==> src/design/mcs_pkg.sv <==
// Shared constants, types and elaboration-time tables of the metronome click sequencer.
package mcs_pkg;

	localparam int MAX_STEPS       = 16;
	localparam int CLICK_FRAMES    = 2048;
	localparam int SINE_TABLE_BITS = 10;

	localparam int STEP_BITS   = 3;
	localparam int PATTERN_W   = 48;
	localparam int STEP_IDX_W  = (MAX_STEPS > 1) ? $clog2(MAX_STEPS) : 1;
	localparam int SECONDS_PER_MINUTE = 60;

	localparam int POS_W   = $clog2(CLICK_FRAMES + 1);
	localparam int ENV_AW  = $clog2(CLICK_FRAMES);
	localparam int SINE_AW = SINE_TABLE_BITS - 2;
	localparam int SINE_Q  = 1 << SINE_AW;

	localparam int DIV_W      = 44;
	localparam int DIVISOR_W  = 18;
	localparam int DIV_CNT_W  = $clog2(DIV_W + 1);

	localparam int QUEUE_DEPTH = 4;
	localparam int QPTR_W      = $clog2(QUEUE_DEPTH);
	localparam int QCNT_W      = $clog2(QUEUE_DEPTH + 1);

	typedef logic [1:0] reg_index_t;
	localparam reg_index_t REG_BPM     = 2'd0;
	localparam reg_index_t REG_RATE    = 2'd1;
	localparam reg_index_t REG_PATTERN = 2'd2;
	localparam reg_index_t REG_COUNT   = 2'd3;

	localparam logic [8:0]  BPM_MIN  = 9'd20;
	localparam logic [8:0]  BPM_MAX  = 9'd300;
	localparam logic [17:0] RATE_MIN = 18'd8000;
	localparam logic [17:0] RATE_MAX = 18'd192000;

	typedef logic [1:0] step_kind_t;
	localparam step_kind_t KIND_NORMAL = 2'd0;
	localparam step_kind_t KIND_ACCENT = 2'd1;
	localparam step_kind_t KIND_MUTE   = 2'd2;

	localparam logic [10:0] FREQ_RIGHT  = 11'd1320;
	localparam logic [10:0] FREQ_LEFT   = 11'd1120;
	localparam logic [10:0] FREQ_ACCENT = 11'd440;
	localparam logic [14:0] AMP_ACCENT  = 15'd26214;
	localparam logic [14:0] AMP_NORMAL  = 15'd16384;

	typedef struct packed {
		logic        restart;
		logic        beat;
		logic        accent;
		logic        left;
		logic        mute;
		logic [31:0] beat_total;
	} click_cmd_t;

	typedef struct packed {
		logic                 start;
		logic [DIV_W-1:0]     dividend;
		logic [DIVISOR_W-1:0] divisor;
	} div_req_t;

	typedef struct packed {
		logic                 done;
		logic [DIV_W-1:0]     quotient;
		logic [DIVISOR_W-1:0] remainder;
	} div_rsp_t;

	localparam logic [63:0] Q30_ONE     = 64'd1073741824;
	localparam logic [63:0] HALF_PI_Q30 = 64'd1686629713;
	localparam logic [63:0] EXP_INT_Q30 [7] = '{
		64'd1073741824, 64'd395007542, 64'd145315153, 64'd53458457,
		64'd19666267, 64'd7234815, 64'd2661540
	};

	typedef logic [14:0] sine_tbl_t [SINE_Q];
	typedef logic [30:0] env_tbl_t [CLICK_FRAMES];

	// Entry k-1 holds the quarter-wave magnitude at step k; step zero is zero.
	function automatic sine_tbl_t build_sine();
		sine_tbl_t   tbl;
		logic [63:0] t;
		logic [63:0] t2;
		logic [63:0] b;
		logic [63:0] s;
		logic [63:0] r;
		for (int k = 1; k <= SINE_Q; k++) begin
			t  = (64'(k) * HALF_PI_Q30) >> SINE_AW;
			t2 = (t * t) >> 30;
			b  = Q30_ONE - t2 / 72;
			b  = Q30_ONE - (((t2 / 42) * b) >> 30);
			b  = Q30_ONE - (((t2 / 20) * b) >> 30);
			b  = Q30_ONE - (((t2 / 6) * b) >> 30);
			s  = (t * b) >> 30;
			r  = (s * 64'd32767 + (64'd1 << 29)) >> 30;
			tbl[k-1] = (r > 64'd32767) ? 15'd32767 : r[14:0];
		end
		return tbl;
	endfunction

	// Decay exp(-7n/N) in Q30: integer part from a short table, fraction by series.
	function automatic env_tbl_t build_env();
		env_tbl_t    tbl;
		logic [63:0] num;
		logic [63:0] ip;
		logic [63:0] f;
		logic [63:0] b;
		logic [63:0] e;
		for (int n = 0; n < CLICK_FRAMES; n++) begin
			num = 64'd7 * 64'(n);
			ip  = num / CLICK_FRAMES;
			f   = ((num % CLICK_FRAMES) << 30) / CLICK_FRAMES;
			b   = Q30_ONE;
			b   = Q30_ONE - ((f * b) >> 30) / 10;
			b   = Q30_ONE - ((f * b) >> 30) / 9;
			b   = Q30_ONE - ((f * b) >> 30) / 8;
			b   = Q30_ONE - ((f * b) >> 30) / 7;
			b   = Q30_ONE - ((f * b) >> 30) / 6;
			b   = Q30_ONE - ((f * b) >> 30) / 5;
			b   = Q30_ONE - ((f * b) >> 30) / 4;
			b   = Q30_ONE - ((f * b) >> 30) / 3;
			b   = Q30_ONE - ((f * b) >> 30) / 2;
			b   = Q30_ONE - ((f * b) >> 30);
			if (ip > 64'd6) begin
				ip = 64'd6;
			end
			e = (b * EXP_INT_Q30[ip[2:0]]) >> 30;
			tbl[n] = e[30:0];
		end
		return tbl;
	endfunction

endpackage

==> src/design/mcs_queue.sv <==
// Short command queue between the front end and the click generator.
module mcs_queue (
	input  logic                clk,
	input  logic                arst_n,
	input  logic                push,
	input  mcs_pkg::click_cmd_t push_cmd,
	input  logic                pop,
	output mcs_pkg::click_cmd_t pop_cmd,
	output logic                room,
	output logic                avail
);
	import mcs_pkg::*;

	click_cmd_t        mem_q [QUEUE_DEPTH];
	logic [QPTR_W-1:0] wr_ptr_q;
	logic [QPTR_W-1:0] rd_ptr_q;
	logic [QCNT_W-1:0] count_q;

	assign room    = count_q != QCNT_W'(QUEUE_DEPTH);
	assign avail   = count_q != '0;
	assign pop_cmd = mem_q[rd_ptr_q];

	always_ff @(posedge clk or negedge arst_n) begin
		if (!arst_n) begin
			wr_ptr_q <= '0;
			rd_ptr_q <= '0;
			count_q  <= '0;
		end else begin
			if (push) begin
				wr_ptr_q <= wr_ptr_q + 1'b1;
			end
			if (pop) begin
				rd_ptr_q <= rd_ptr_q + 1'b1;
			end
			if (push && !pop) begin
				count_q <= count_q + 1'b1;
			end else if (pop && !push) begin
				count_q <= count_q - 1'b1;
			end
		end
	end

	always_ff @(posedge clk) begin
		if (push) begin
			mem_q[wr_ptr_q] <= push_cmd;
		end
	end

`ifndef NO_ASSERTIONS
	assert property (@(posedge clk) disable iff (!arst_n) push |-> room || pop)
		else $error("push into a full queue");
	assert property (@(posedge clk) disable iff (!arst_n) pop |-> avail)
		else $error("pop from an empty queue");
`endif
endmodule

==> config.mk <==
export PLATFORM = sky130hd
export DESIGN_NAME = mcs_queue
export DESIGN_NICKNAME = d
export VERILOG_FILES = /design/src/design/mcs_pkg.sv /design/src/design/mcs_queue.sv
export SDC_FILE = /design/constraint.sdc
export NUM_CORES = 1
export LEC_CHECK = 0
export BUFFER_PORTS_ARGS = -buffer_cell sky130_fd_sc_hd__buf_2
export CORE_ASPECT_RATIO = 0.9
export CORE_MARGIN = 5
export CORE_UTILIZATION = 54
export CTS_BUF_LIST = sky130_fd_sc_hd__clkbuf_4 sky130_fd_sc_hd__clkbuf_8 sky130_fd_sc_hd__clkbuf_16
export DETAILED_ROUTE_END_ITERATION = 10
export GPL_TIMING_DRIVEN = 0
export PLACE_DENSITY = 0.75
export REMOVE_ABC_BUFFERS = 1
export SETUP_SLACK_MARGIN = 0.3
export SYNTH_ARGS = -nofsm -noshare
export SYNTH_HDL_FRONTEND = slang
export SYNTH_SLANG_ARGS = --single-unit
==> constraint.sdc <==
create_clock -name clk -period 4.9 [get_ports clk]
set_input_delay 0.245 -clock clk [delete_from_list [all_inputs] [get_ports clk]]
set_output_delay 0.245 -clock clk [all_outputs]
set_load 0.03 [all_outputs]
==> results.md <==
- Status: completed
- Vias per inst: 5.54
- First-pass GRT wire length: 15,500 um
- CTS tree: yes
- Skew final: 5.31 ps
- Worst Path Required: 4660 ps
- GPL Wtd Cong: 0.687
- Crit-path cells: buf_12 -> mux4_2 -> buf_2
- ANT nets after route: 0
- H-Tree Level Count: 4
- Worst EP arrival: 2260 ps
- DRC: 0
- Largest net degree at the start of global routing: 28
- Pre-CTS setup slack: 2760 ps
- Die area: 12,800 sq um
- Synth area leaders: edfxtp_1 (78%), mux4_2 (15%), dfrtp_1 (3.1%)
- Worst Setup Start Kind: flip-flop
- Core footprint: 10,300 sq um
- Top-count cell post-synth: edfxtp_1
- R2R Setup Slk: 3240 ps
- CTS max path bufs: 2
- Fin cells: 467
- Clk slew on worst S/H paths: 60 ps
- Synth Flop Type: edfxtp_1
- Worst setup endpoint: pop_cmd[22]
- CP peak stage delay: 800 ps
- Yosys top cell area share: 77.6%
- Die Y: 108 um
- CTS Sinks: 155
- Slew margin rel.: 55.5%
- Placed wire-length estimate: 5950 um
- EDFF count, synth: 148
- WP buf/inv: 2
- Reg2Reg Depth: 3
- Die X: 119 um
- Worst-path fanout max: 21
- Final WL: 9670 um
- Vias in the first global route: 2,823
- Io pins: 80
- Worst-Skew Late Latency: 410 ps
- Remaining Overflow, GRT: 0
- Final Slew Violations: 0
- Post-synthesis register bit count: 155
- Register area share after synthesis: 80.7%
- RSZ-0062 raised after global routing: no
- CP endpoint kind: output pin
- Critical path class: flip-flop to output pin
- Placement row count: 35
- Inserted Diodes: 0
- Final setup fails: 0
- Layout area overhead: 21.5%
- Fraction of layout cells with a size suffix above 1: 47.6%
- Initial Util: 55.6%
- Setup slack after layout: 2390 ps
- Final Critical Period: 2510 ps
- Mapped Area: 5730 sq um
- Syn avg cell area: 25.1 sq um
- Final period utilization: 51.1%
- Critical path depth: 3
- GRT Total Usage: 16.4%
- Ys Warns: 0
- DR WL/cell: 20.7 um
- Leak: 0.00245 uW
- Router iterations before antenna repair: 4
- Worst Tran Pin Value: 667 ps
- Placed Cells: 434
- VDD IR-drop max: 517 uV
- Syn Inst Count: 228
- Initial antenna violation count: 0
- Fmax: 399 MHz
- Cts bufs inserted: 17
- R2R Path Start: wr_ptr_q[0]
- Post-CTS setup buffer count: 0
- Initial drt markers: 209
- Root Buffer: clkbuf_16
- Worst path slowest cell: dfrtp_2
- Leading post-synthesis cells by instance count: edfxtp_1 (148), mux4_2 (37), dfrtp_1 (7), ha_1 (5)
- Nets@finish: 372
- Area leader, netlist: edfxtp_1
- HP Class: primary input to flip-flop
- Netlist cell types: 18
- Setup TNS: 0 ps
- Crit Reg-Reg Endpoint: mem_q[3][13]
- Asr flop ratio synth: 4.52%
- Pwr Density: 661 nW/um^2
- CP Launch Point: rd_ptr_q[0]
- DR vias: 2,585
- Delay-heaviest family, CP: flip-flops
- MaxCap Viol Count: 0
- IO buf count: 79
- Final Hold Vio Count: 0
per-stage QoR:
stage                     utilization (%)  hold WS, ps  area (sq um)  power, uW
after floorplan                         -        -50.6          5670       2900
after global placement               60.5         81.3          6230       3300
after detailed placement             61.8         93.4          6360       3390
after CTS                            67.6         29.0          6960       4670
after global routing                 67.6         30.0          6960       4820
final                                67.6         46.7          6960       4600
timing repair:
action,CTS,global route
resized for setup,0,0
hold endpoints to repair,7,0
hold buffers,1,0
cells by family after synthesis:
family,after synthesis,synth area share [%]
flip-flops,155,80.7
buffers and inverters,12,1.25
multiplexers,38,14.8
AO/OA/AOI/OAI,1,0.0873
XOR/XNOR,6,0.918
adder cells (fa/ha/maj),6,1.44
AND/OR/NAND/NOR,10,0.874
cell usage in the layout, fill, tap and decap left out:
cell type / count
and2_2: 4
buf_12: 5
buf_16: 1
buf_2: 79
bufinv_16: 2
clkbuf_16: 17
clkinv_2: 3
clkinv_4: 1
clkinvlp_4: 2
dfrtp_1: 5
dfrtp_2: 2
dlygate4sd3_1: 1
edfxtp_1: 148
fa_1: 1
ha_1: 5
inv_1: 4
inv_6: 6
inv_8: 1
mux2_2: 1
mux4_2: 37
nand2_1: 3
nor2_1: 2
o21ai_0: 1
or3_1: 1
xnor2_1: 2
xor2_1: 4
where the power goes:
part,total [uW],internal [uW],switching (uW)
registers,1880,1740,143
clock network,1280,760,515
logic,1440,574,868
registers in the layout (all words and copies together) (netlist names):
| signal | cells |
|---|---|
| rd_ptr_q | 2 |
| mem_q | 148 |
| wr_ptr_q | 2 |
| count_q | 3 |
how the worst min path moves through the flow:
stage	startpoint	end	slack, ps	cells past startpoint
2_1_floorplan	arst_n	count_q[0]	-50	0
3_3_place_gp	arst_n	count_q[2]	80	1
3_5_place_dp	arst_n	count_q[2]	90	1
4_1_cts	pop	rd_ptr_q[0]	30	2
5_1_grt	pop	rd_ptr_q[0]	30	2
6_report	pop	rd_ptr_q[0]	50	2
cell type report:
cell class	count	area [sq um]
Sequential cell	155	4620
Fill cell	646	3330
Multi-Input combinational cell	61	1040
Timing Repair Buffer	86	533
Clock buffer	17	425
Clock inverter	15	163
Tap cell	129	161
Inverter	4	15.0
routing by layer:
| metal | global-route usage [%] | share of wire, % |
|---|---|---|
| met1 | 21.9 | 44 |
| met2 | 25.5 | 49 |
| met3 | 6.10 | 6.4 |
| met4 | 4.62 | 0.70 |
| met5 | 0 | 0 |
(Power assumes the default switching activity.)
