--- config.mk ---
export PLATFORM = sky130hd
export DESIGN_NAME = mcs_front_flat
export DESIGN_NICKNAME = d
export VERILOG_FILES = /design/src/design/mcs_pkg.sv /design/src/design/mcs_if.sv /design/src/design/mcs_div.sv /design/src/design/mcs_front.sv /design/src/flat_wrapper.sv
export SDC_FILE = /design/constraint.sdc
export NUM_CORES = 1
export LEC_CHECK = 0
export BUFFER_PORTS_ARGS = -buffer_cell sky130_fd_sc_hd__buf_2
export CAP_MARGIN = 20
export CORE_AREA = 4 4 183 185
export DETAILED_ROUTE_END_ITERATION = 7
export DIE_AREA = 0 0 187 189
export PLACE_DENSITY = 0.73
export SYNTH_ARGS = -nofsm -noshare
export SYNTH_HDL_FRONTEND = slang
export SYNTH_SLANG_ARGS = --single-unit
--- constraint.sdc ---
create_clock -name clk -period 3.92 [get_ports clk]
set_clock_uncertainty 0.15 [all_clocks]
set_input_delay 0.392 -clock clk [delete_from_list [all_inputs] [get_ports clk]]
set_output_delay 0.392 -clock clk [all_outputs]
set_load 0.1 [all_outputs]
--- src/design/mcs_pkg.sv ---
// Shared constants, types and elaboration-time tables of the metronome click sequencer.
package mcs_pkg;

	localparam int MAX_STEPS       = 16;
	localparam int CLICK_FRAMES    = 2048;
	localparam int SINE_TABLE_BITS = 10;

	localparam int STEP_BITS   = 3;
	localparam int PATTERN_W   = 48;
	localparam int STEP_IDX_W  = (MAX_STEPS > 1) ? $clog2(MAX_STEPS) : 1;
	localparam int SECONDS_PER_MINUTE = 60;

	localparam int POS_W   = $clog2(CLICK_FRAMES + 1);
	localparam int ENV_AW  = $clog2(CLICK_FRAMES);
	localparam int SINE_AW = SINE_TABLE_BITS - 2;
	localparam int SINE_Q  = 1 << SINE_AW;

	localparam int DIV_W      = 44;
	localparam int DIVISOR_W  = 18;
	localparam int DIV_CNT_W  = $clog2(DIV_W + 1);

	localparam int QUEUE_DEPTH = 4;
	localparam int QPTR_W      = $clog2(QUEUE_DEPTH);
	localparam int QCNT_W      = $clog2(QUEUE_DEPTH + 1);

	typedef logic [1:0] reg_index_t;
	localparam reg_index_t REG_BPM     = 2'd0;
	localparam reg_index_t REG_RATE    = 2'd1;
	localparam reg_index_t REG_PATTERN = 2'd2;
	localparam reg_index_t REG_COUNT   = 2'd3;

	localparam logic [8:0]  BPM_MIN  = 9'd20;
	localparam logic [8:0]  BPM_MAX  = 9'd300;
	localparam logic [17:0] RATE_MIN = 18'd8000;
	localparam logic [17:0] RATE_MAX = 18'd192000;

	typedef logic [1:0] step_kind_t;
	localparam step_kind_t KIND_NORMAL = 2'd0;
	localparam step_kind_t KIND_ACCENT = 2'd1;
	localparam step_kind_t KIND_MUTE   = 2'd2;

	localparam logic [10:0] FREQ_RIGHT  = 11'd1320;
	localparam logic [10:0] FREQ_LEFT   = 11'd1120;
	localparam logic [10:0] FREQ_ACCENT = 11'd440;
	localparam logic [14:0] AMP_ACCENT  = 15'd26214;
	localparam logic [14:0] AMP_NORMAL  = 15'd16384;

	typedef struct packed {
		logic        restart;
		logic        beat;
		logic        accent;
		logic        left;
		logic        mute;
		logic [31:0] beat_total;
	} click_cmd_t;

	typedef struct packed {
		logic                 start;
		logic [DIV_W-1:0]     dividend;
		logic [DIVISOR_W-1:0] divisor;
	} div_req_t;

	typedef struct packed {
		logic                 done;
		logic [DIV_W-1:0]     quotient;
		logic [DIVISOR_W-1:0] remainder;
	} div_rsp_t;

	localparam logic [63:0] Q30_ONE     = 64'd1073741824;
	localparam logic [63:0] HALF_PI_Q30 = 64'd1686629713;
	localparam logic [63:0] EXP_INT_Q30 [7] = '{
		64'd1073741824, 64'd395007542, 64'd145315153, 64'd53458457,
		64'd19666267, 64'd7234815, 64'd2661540
	};

	typedef logic [14:0] sine_tbl_t [SINE_Q];
	typedef logic [30:0] env_tbl_t [CLICK_FRAMES];

	// Entry k-1 holds the quarter-wave magnitude at step k; step zero is zero.
	function automatic sine_tbl_t build_sine();
		sine_tbl_t   tbl;
		logic [63:0] t;
		logic [63:0] t2;
		logic [63:0] b;
		logic [63:0] s;
		logic [63:0] r;
		for (int k = 1; k <= SINE_Q; k++) begin
			t  = (64'(k) * HALF_PI_Q30) >> SINE_AW;
			t2 = (t * t) >> 30;
			b  = Q30_ONE - t2 / 72;
			b  = Q30_ONE - (((t2 / 42) * b) >> 30);
			b  = Q30_ONE - (((t2 / 20) * b) >> 30);
			b  = Q30_ONE - (((t2 / 6) * b) >> 30);
			s  = (t * b) >> 30;
			r  = (s * 64'd32767 + (64'd1 << 29)) >> 30;
			tbl[k-1] = (r > 64'd32767) ? 15'd32767 : r[14:0];
		end
		return tbl;
	endfunction

	// Decay exp(-7n/N) in Q30: integer part from a short table, fraction by series.
	function automatic env_tbl_t build_env();
		env_tbl_t    tbl;
		logic [63:0] num;
		logic [63:0] ip;
		logic [63:0] f;
		logic [63:0] b;
		logic [63:0] e;
		for (int n = 0; n < CLICK_FRAMES; n++) begin
			num = 64'd7 * 64'(n);
			ip  = num / CLICK_FRAMES;
			f   = ((num % CLICK_FRAMES) << 30) / CLICK_FRAMES;
			b   = Q30_ONE;
			b   = Q30_ONE - ((f * b) >> 30) / 10;
			b   = Q30_ONE - ((f * b) >> 30) / 9;
			b   = Q30_ONE - ((f * b) >> 30) / 8;
			b   = Q30_ONE - ((f * b) >> 30) / 7;
			b   = Q30_ONE - ((f * b) >> 30) / 6;
			b   = Q30_ONE - ((f * b) >> 30) / 5;
			b   = Q30_ONE - ((f * b) >> 30) / 4;
			b   = Q30_ONE - ((f * b) >> 30) / 3;
			b   = Q30_ONE - ((f * b) >> 30) / 2;
			b   = Q30_ONE - ((f * b) >> 30);
			if (ip > 64'd6) begin
				ip = 64'd6;
			end
			e = (b * EXP_INT_Q30[ip[2:0]]) >> 30;
			tbl[n] = e[30:0];
		end
		return tbl;
	endfunction

endpackage

--- src/design/mcs_if.sv ---
// Handshake channels for incoming frames and outgoing click samples.
interface mcs_frame_if;
	logic valid;
	logic ready;
	logic restart;

	modport source (output valid, restart, input ready);
	modport sink (input valid, restart, output ready);
endinterface


--- src/design/mcs_div.sv ---
// Restoring serial divider, one quotient bit per cycle.
module mcs_div (
	input  logic             clk,
	input  logic             arst_n,
	input  mcs_pkg::div_req_t req,
	output mcs_pkg::div_rsp_t rsp
);
	import mcs_pkg::*;

	logic                 busy_q;
	logic                 done_q;
	logic [DIV_CNT_W-1:0] cnt_q;
	logic [DIV_W-1:0]     quo_q;
	logic [DIVISOR_W-1:0] rem_q;
	logic [DIVISOR_W-1:0] dsr_q;
	logic [DIVISOR_W:0]   trial;
	logic [DIVISOR_W:0]   diff;
	logic                 fits;

	assign trial = {rem_q, quo_q[DIV_W-1]};
	assign diff  = trial - {1'b0, dsr_q};
	assign fits  = trial >= {1'b0, dsr_q};

	always_ff @(posedge clk or negedge arst_n) begin
		if (!arst_n) begin
			busy_q <= 1'b0;
			done_q <= 1'b0;
			cnt_q  <= '0;
		end else begin
			done_q <= 1'b0;
			if (req.start) begin
				busy_q <= 1'b1;
				cnt_q  <= DIV_CNT_W'(DIV_W);
			end else if (busy_q) begin
				cnt_q <= cnt_q - 1'b1;
				if (cnt_q == DIV_CNT_W'(1)) begin
					busy_q <= 1'b0;
					done_q <= 1'b1;
				end
			end
		end
	end

	always_ff @(posedge clk) begin
		if (req.start) begin
			quo_q <= req.dividend;
			rem_q <= '0;
			dsr_q <= req.divisor;
		end else if (busy_q) begin
			rem_q <= fits ? diff[DIVISOR_W-1:0] : trial[DIVISOR_W-1:0];
			quo_q <= {quo_q[DIV_W-2:0], fits};
		end
	end

	assign rsp.done      = done_q;
	assign rsp.quotient  = quo_q;
	assign rsp.remainder = rem_q;
endmodule

--- src/design/mcs_front.sv ---
// Front end: takes frames, tracks the beat time line and picks the pattern step.
module mcs_front (
	input  logic                clk,
	input  logic                arst_n,
	mcs_frame_if.sink           frames,
	input  logic [8:0]          beats_per_minute,
	input  logic [17:0]         sample_rate,
	input  logic [47:0]         step_pattern,
	input  logic [4:0]          step_count,
	input  logic                queue_room,
	output logic                push,
	output mcs_pkg::click_cmd_t cmd
);
	import mcs_pkg::*;

	typedef enum logic [3:0] {
		F_IDLE = 4'b0001,
		F_EVAL = 4'b0010,
		F_MOD  = 4'b0100,
		F_PER  = 4'b1000
	} front_state_t;

	localparam int SHAMT_W = 8;

	front_state_t    state_q;
	logic [39:0]     frame_q;
	logic [55:0]     next_beat_q;
	logic [31:0]     step_q;
	logic [31:0]     beats_q;
	logic            restart_q;
	logic [2:0]      code_q;

	logic            accept;
	logic [55:0]     diff;
	logic            beat_due;
	logic            use_mod;
	logic [23:0]     rate60;
	logic [DIV_W-1:0] period_dividend;
	logic [SHAMT_W-1:0] shamt;
	logic [PATTERN_W-1:0] pattern_shift;
	div_req_t        div_req;
	div_rsp_t        div_rsp;

	mcs_div u_div (
		.clk    (clk),
		.arst_n (arst_n),
		.req    (div_req),
		.rsp    (div_rsp)
	);

	assign frames.ready = (state_q == F_IDLE) && queue_room;
	assign accept       = frames.valid && frames.ready;

	// The beat is due once the frame time has reached the scheduled beat time.
	assign diff     = {frame_q, 16'd0} - next_beat_q;
	assign beat_due = !diff[55];

	assign rate60          = 24'(sample_rate) * 24'(SECONDS_PER_MINUTE);
	assign period_dividend = DIV_W'({rate60, 16'd0});
	assign use_mod         = (state_q == F_EVAL) && (step_count != 5'd0);

	assign shamt = SHAMT_W'(div_rsp.remainder[STEP_IDX_W-1:0]) * SHAMT_W'(STEP_BITS);
	assign pattern_shift = step_pattern >> shamt;

	always_comb begin
		div_req.start    = ((state_q == F_EVAL) && beat_due) ||
			((state_q == F_MOD) && div_rsp.done);
		div_req.dividend = use_mod ? DIV_W'(step_q) : period_dividend;
		div_req.divisor  = use_mod ? DIVISOR_W'(step_count) : DIVISOR_W'(beats_per_minute);
	end

	always_comb begin
		push = ((state_q == F_EVAL) && !beat_due) || ((state_q == F_PER) && div_rsp.done);
		cmd.restart    = restart_q;
		cmd.beat       = (state_q == F_PER);
		cmd.accent     = (code_q[1:0] == KIND_ACCENT);
		cmd.mute       = (code_q[1:0] == KIND_MUTE);
		cmd.left       = code_q[2];
		cmd.beat_total = (state_q == F_PER) ? beats_q + 32'd1 : beats_q;
	end

	always_ff @(posedge clk or negedge arst_n) begin
		if (!arst_n) begin
			state_q     <= F_IDLE;
			frame_q     <= '0;
			next_beat_q <= '0;
			step_q      <= '0;
			beats_q     <= '0;
			restart_q   <= 1'b0;
			code_q      <= '0;
		end else begin
			unique case (state_q)
				F_IDLE: begin
					if (accept) begin
						restart_q <= frames.restart;
						if (frames.restart) begin
							frame_q     <= '0;
							next_beat_q <= '0;
							step_q      <= '0;
							beats_q     <= '0;
						end
						state_q <= F_EVAL;
					end
				end
				F_EVAL: begin
					if (beat_due) begin
						if (step_count != 5'd0) begin
							state_q <= F_MOD;
						end else begin
							code_q  <= '0;
							state_q <= F_PER;
						end
					end else begin
						frame_q <= frame_q + 40'd1;
						state_q <= F_IDLE;
					end
				end
				F_MOD: begin
					if (div_rsp.done) begin
						code_q  <= pattern_shift[STEP_BITS-1:0];
						state_q <= F_PER;
					end
				end
				F_PER: begin
					if (div_rsp.done) begin
						next_beat_q <= next_beat_q + 56'(div_rsp.quotient);
						step_q      <= step_q + 32'd1;
						beats_q     <= beats_q + 32'd1;
						frame_q     <= frame_q + 40'd1;
						state_q     <= F_IDLE;
					end
				end
				default: state_q <= F_IDLE;
			endcase
		end
	end

`ifndef NO_ASSERTIONS
	assert property (@(posedge clk) disable iff (!arst_n) accept |=> state_q == F_EVAL)
		else $error("accepted frame did not enter evaluation");
	assert property (@(posedge clk) disable iff (!arst_n)
		push |=> beats_q == $past(cmd.beat_total))
		else $error("beat counter disagrees with the pushed transaction");
`endif
endmodule

--- src/flat_wrapper.sv ---
// flat-port wrapper written by rule: the top's interface ports become plain ports
module mcs_front_flat import mcs_pkg::*;
  (clk, arst_n, beats_per_minute, sample_rate, step_pattern, step_count, queue_room, push, cmd, frames_valid, frames_restart, frames_ready);
  mcs_frame_if frames_i ();
  input  logic clk;
  input  logic arst_n;
  input  logic [8:0] beats_per_minute;
  input  logic [17:0] sample_rate;
  input  logic [47:0] step_pattern;
  input  logic [4:0] step_count;
  input  logic queue_room;
  output logic push;
  output mcs_pkg::click_cmd_t cmd;
  input wire logic [$bits(frames_i.valid)-1:0] frames_valid;
  input wire logic [$bits(frames_i.restart)-1:0] frames_restart;
  output wire logic [$bits(frames_i.ready)-1:0] frames_ready;
  assign frames_i.valid = frames_valid;
  assign frames_i.restart = frames_restart;
  assign frames_ready = frames_i.ready;
  mcs_front u_core (.clk(clk), .arst_n(arst_n), .frames(frames_i), .beats_per_minute(beats_per_minute), .sample_rate(sample_rate), .step_pattern(step_pattern), .step_count(step_count), .queue_room(queue_room), .push(push), .cmd(cmd));
endmodule
==> flow_metrics.py <==
metrics = {
    "run_status": {
        "status": "finished clean",
    },
    "die": {
        "die_x_um": 187,
        "rows": 66,
        "chipHeight_um": 189,
        "core_um2": 32000,
        "start_util_pct": 55.0,
        "die_area_um2": 35300,
        "io_pins": 124,
    },
    "power_and_ir_drop": {
        "p_per_area_nw_per_um2": 533,
        "p_leak_nw": 9.58,
        "max-vdd-ir-drop_mv": 0.476,
        "power_mw": 11.0,
    },
    "placed_design": {
        "dpl_cell_area_um2": 19400,
        "gp_congestion": 0.925,
        "dp_cells": 2518,
        "place_hpwl_mm": 31.6,
        "portBuffers": 123,
    },
    "critical_path": {
        "cp_max_fo": 6,
        "cp_slowest_cell": "dfrtp_1",
        "cp-start-kind": "flop",
        "slowest_delay_ps": 400,
        "worstSetupPathType": "reg -> out",
        "crit_path_cell_trace": "ha_4 > and3_4 > nand4_1 > nor3_2 > buf_4 > and4_2 > and3_1 > and3_4 > nand4_1 > xnor2_2 > buf_12",
        "cp.arrival_ps": 3260,
        "required_ps": 3380,
        "worst-path-buf-inv": 2,
        "critPathCaptureType": "output port",
        "critPathTopFamily": "simple AND/OR/NAND/NOR gates",
    },
    "finish": {
        "n_fill_cell": 2618,
        "fin_cells": 2592,
        "layout_common_cells": "260 x nand2_1, 175 x dfrtp_1, 158 x nor2_1",
        "num-nets-final": 2405,
        "final_common_cell": "nand2_1",
        "syn_to_final_growth_pct": 17.6,
        "antenna_cells": 0,
        "final_cell_area_um2": 20700,
        "drive_above_1_share_pct": 15.1,
        "multiInputGateArea_um2": 10600,
        "seqCellArea_um2": 6360,
    },
    "sta": {
        "fin_crit_sh_pct": 96.9,
        "finalHoldViolCount": 0,
        "fin_crit_ps": 3800,
        "setup_viol": 0,
        "maxSlewViolCount": 0,
        "max_freq_mhz": 263,
        "slew_headroom_pct": 44.1,
        "worst_pin_slew_ps": 832,
    },
    "grt": {
        "antenna_found_initial": 0,
        "track_usage_pct": 24.3,
        "grt_overflow": 0,
        "grt_pass1_vias": 15300,
        "grt_max_degree": 74,
        "grt_pass1_wl_mm": 73.5,
    },
    "clocking": {
        "cts-root-buf": "clkbuf_16",
        "clk_pin_slew_ps": 60,
        "clockBufferDepth": 3,
        "cts_made_buffers": 28,
        "cts.sink_count": 247,
        "h-tree-depth": 1,
        "clk_latency_ps": 560,
        "cts_tree": "built",
    },
    "logic_synthesis": {
        "synth_warnings": 0,
        "synth_async_sr_flop_share_pct": 71.3,
        "synth_cells": 2000,
        "synth.avg_cell_area_um2": 8.80,
        "ys_seq_elements": 247,
        "syn_area_um2": 17600,
        "synth.distinct_cells": 74,
        "synth_edf_count": 53,
        "synthFlopType": "dfrtp_1",
        "synth_fp_nets": 2243,
        "seq_area_frac_synth_pct": 36.1,
    },
    "detailed_routing": {
        "firstDrtPassIters": 5,
        "antenna_left": 0,
        "vias": 15300,
        "routed_wl_mm": 43.8,
        "routed_via_density": 5.92,
        "wl_per_cell_um": 16.9,
        "drt_iter0_markers": 1098,
        "drc_errors": 0,
    },
    "run": {
        "drv_cap": 0,
    },
    "hold_path": {
        "hp-class": "in -> reg",
    },
}
==> synthesized netlist by cell type, types with 30 or more instances <==
cell type,number,share of area (%)
a21o_1,32,1.4
a21oi_1,104,3.0
and3_1,36,1.3
clkbuf_1,64,1.4
dfrtp_1,175,25
edfxtp_1,53,9.0
fa_1,35,4.0
ha_1,123,8.7
inv_1,138,2.9
nand2_1,262,5.6
nand3_1,74,2.1
nand4_1,41,1.5
nor2_1,159,3.4
nor4_1,31,1.1
o21ai_0,144,4.1
o31ai_1,30,1.3
xnor2_1,85,4.2
xor2_1,66,3.3
==> report_power, final <==
group | leakage, nW | total, mW | internal, mW | switching, mW
registers | 3.09 | 3.62 | 3.22 | 0.397
clock network | 0.476 | 2.83 | 1.71 | 1.12
logic | 6.01 | 4.60 | 1.85 | 2.75
total | 9.58 | 11.0 | 6.77 | 4.27
==> state kept, by name, summed over array words and instances, names as in the netlist, 4 cells and up <==
| register | count |
|---|---|
| u_core.u_div.quo_q | 44 |
| u_core.u_div.cnt_q | 6 |
| u_core.u_div.rem_q | 18 |
| u_core.next_beat_q | 56 |
| u_core.state_q | 4 |
| u_core.frame_q | 40 |
| u_core.beats_q | 32 |
| u_core.u_div.dsr_q | 9 |
| u_core.step_q | 32 |
==> worst paths after layout <==
check,from,end,slack (ps),cells after the start
worst max-delay path,u_core.beats_q[1],cmd[30],120,11
worst min-delay path,queue_room,u_core.state_q[1],20,2
worst max register to register,u_core.next_beat_q[50],u_core.frame_q[14],210,11
worst min register to register,u_core.u_div.rem_q[17],u_core.u_div.rem_q[17],350,2
max in group asynchronous,arst_n,u_core.step_q[7],2240,3
min in group asynchronous,arst_n,u_core.beats_q[28],260,2
==> metal layers <==
layer	share of wire [%]	global-route usage, %	vias to the layer above
met4	2.1	6.43	0
met2	48	41.9	413
met1	45	32.8	7416
li1	-	-	7438
met5	0	0	-
met3	5.3	3.01	71
==> logic make-up (layout without fill, tap and decap cells) <==
kind of cell             Yosys count  in the layout  synth area share [%]
XOR/XNOR                         151            151                  7.51
AND/OR/NAND/NOR                  724            724                  19.5
AO/OA/AOI/OAI                    462            462                  16.3
adder cells (fa/ha/maj)          158            158                  12.7
multiplexers                      34             34                  3.00
buffers and inverters            224            408                  4.86
flip-flops                       247            247                  36.1
==> stage by stage <==
step           utilization [%]  worst slack [ps]  hold WS [ps]  TNS [ps]
2_1_floorplan                -              -467         -53.6      -470
3_3_place_gp              60.6              -183           309      -296
3_5_place_dp              60.6              -320           313      -850
4_1_cts                   64.2              6.48          1.27         0
5_1_grt                   64.6             -18.0          2.67     -28.5
6_report                  64.6               120          20.3         0
==> area by class of cell <==
| cell class | count | share of cell area [%] |
|---|---|---|
| flip-flops and latches | 247 | 30.7 |
| clock buffers | 37 | 3.69 |
| clock inverters | 15 | 1.09 |
| repair buffers | 217 | 8.29 |
| well taps | 408 | 2.46 |
| multi-input cells | 1529 | 51.2 |
| inverters | 139 | 2.52 |
==> repair_timing <==
action,4_1_cts,5_1_grt
endpoints found under the setup margin,5,12
pin swaps,2,6
hold buffers,14,0
setup buffers,1,5
resized for setup,6,16
endpoints found under the hold margin,78,0
No activity file was read; power rests on OpenSTA's default activity.
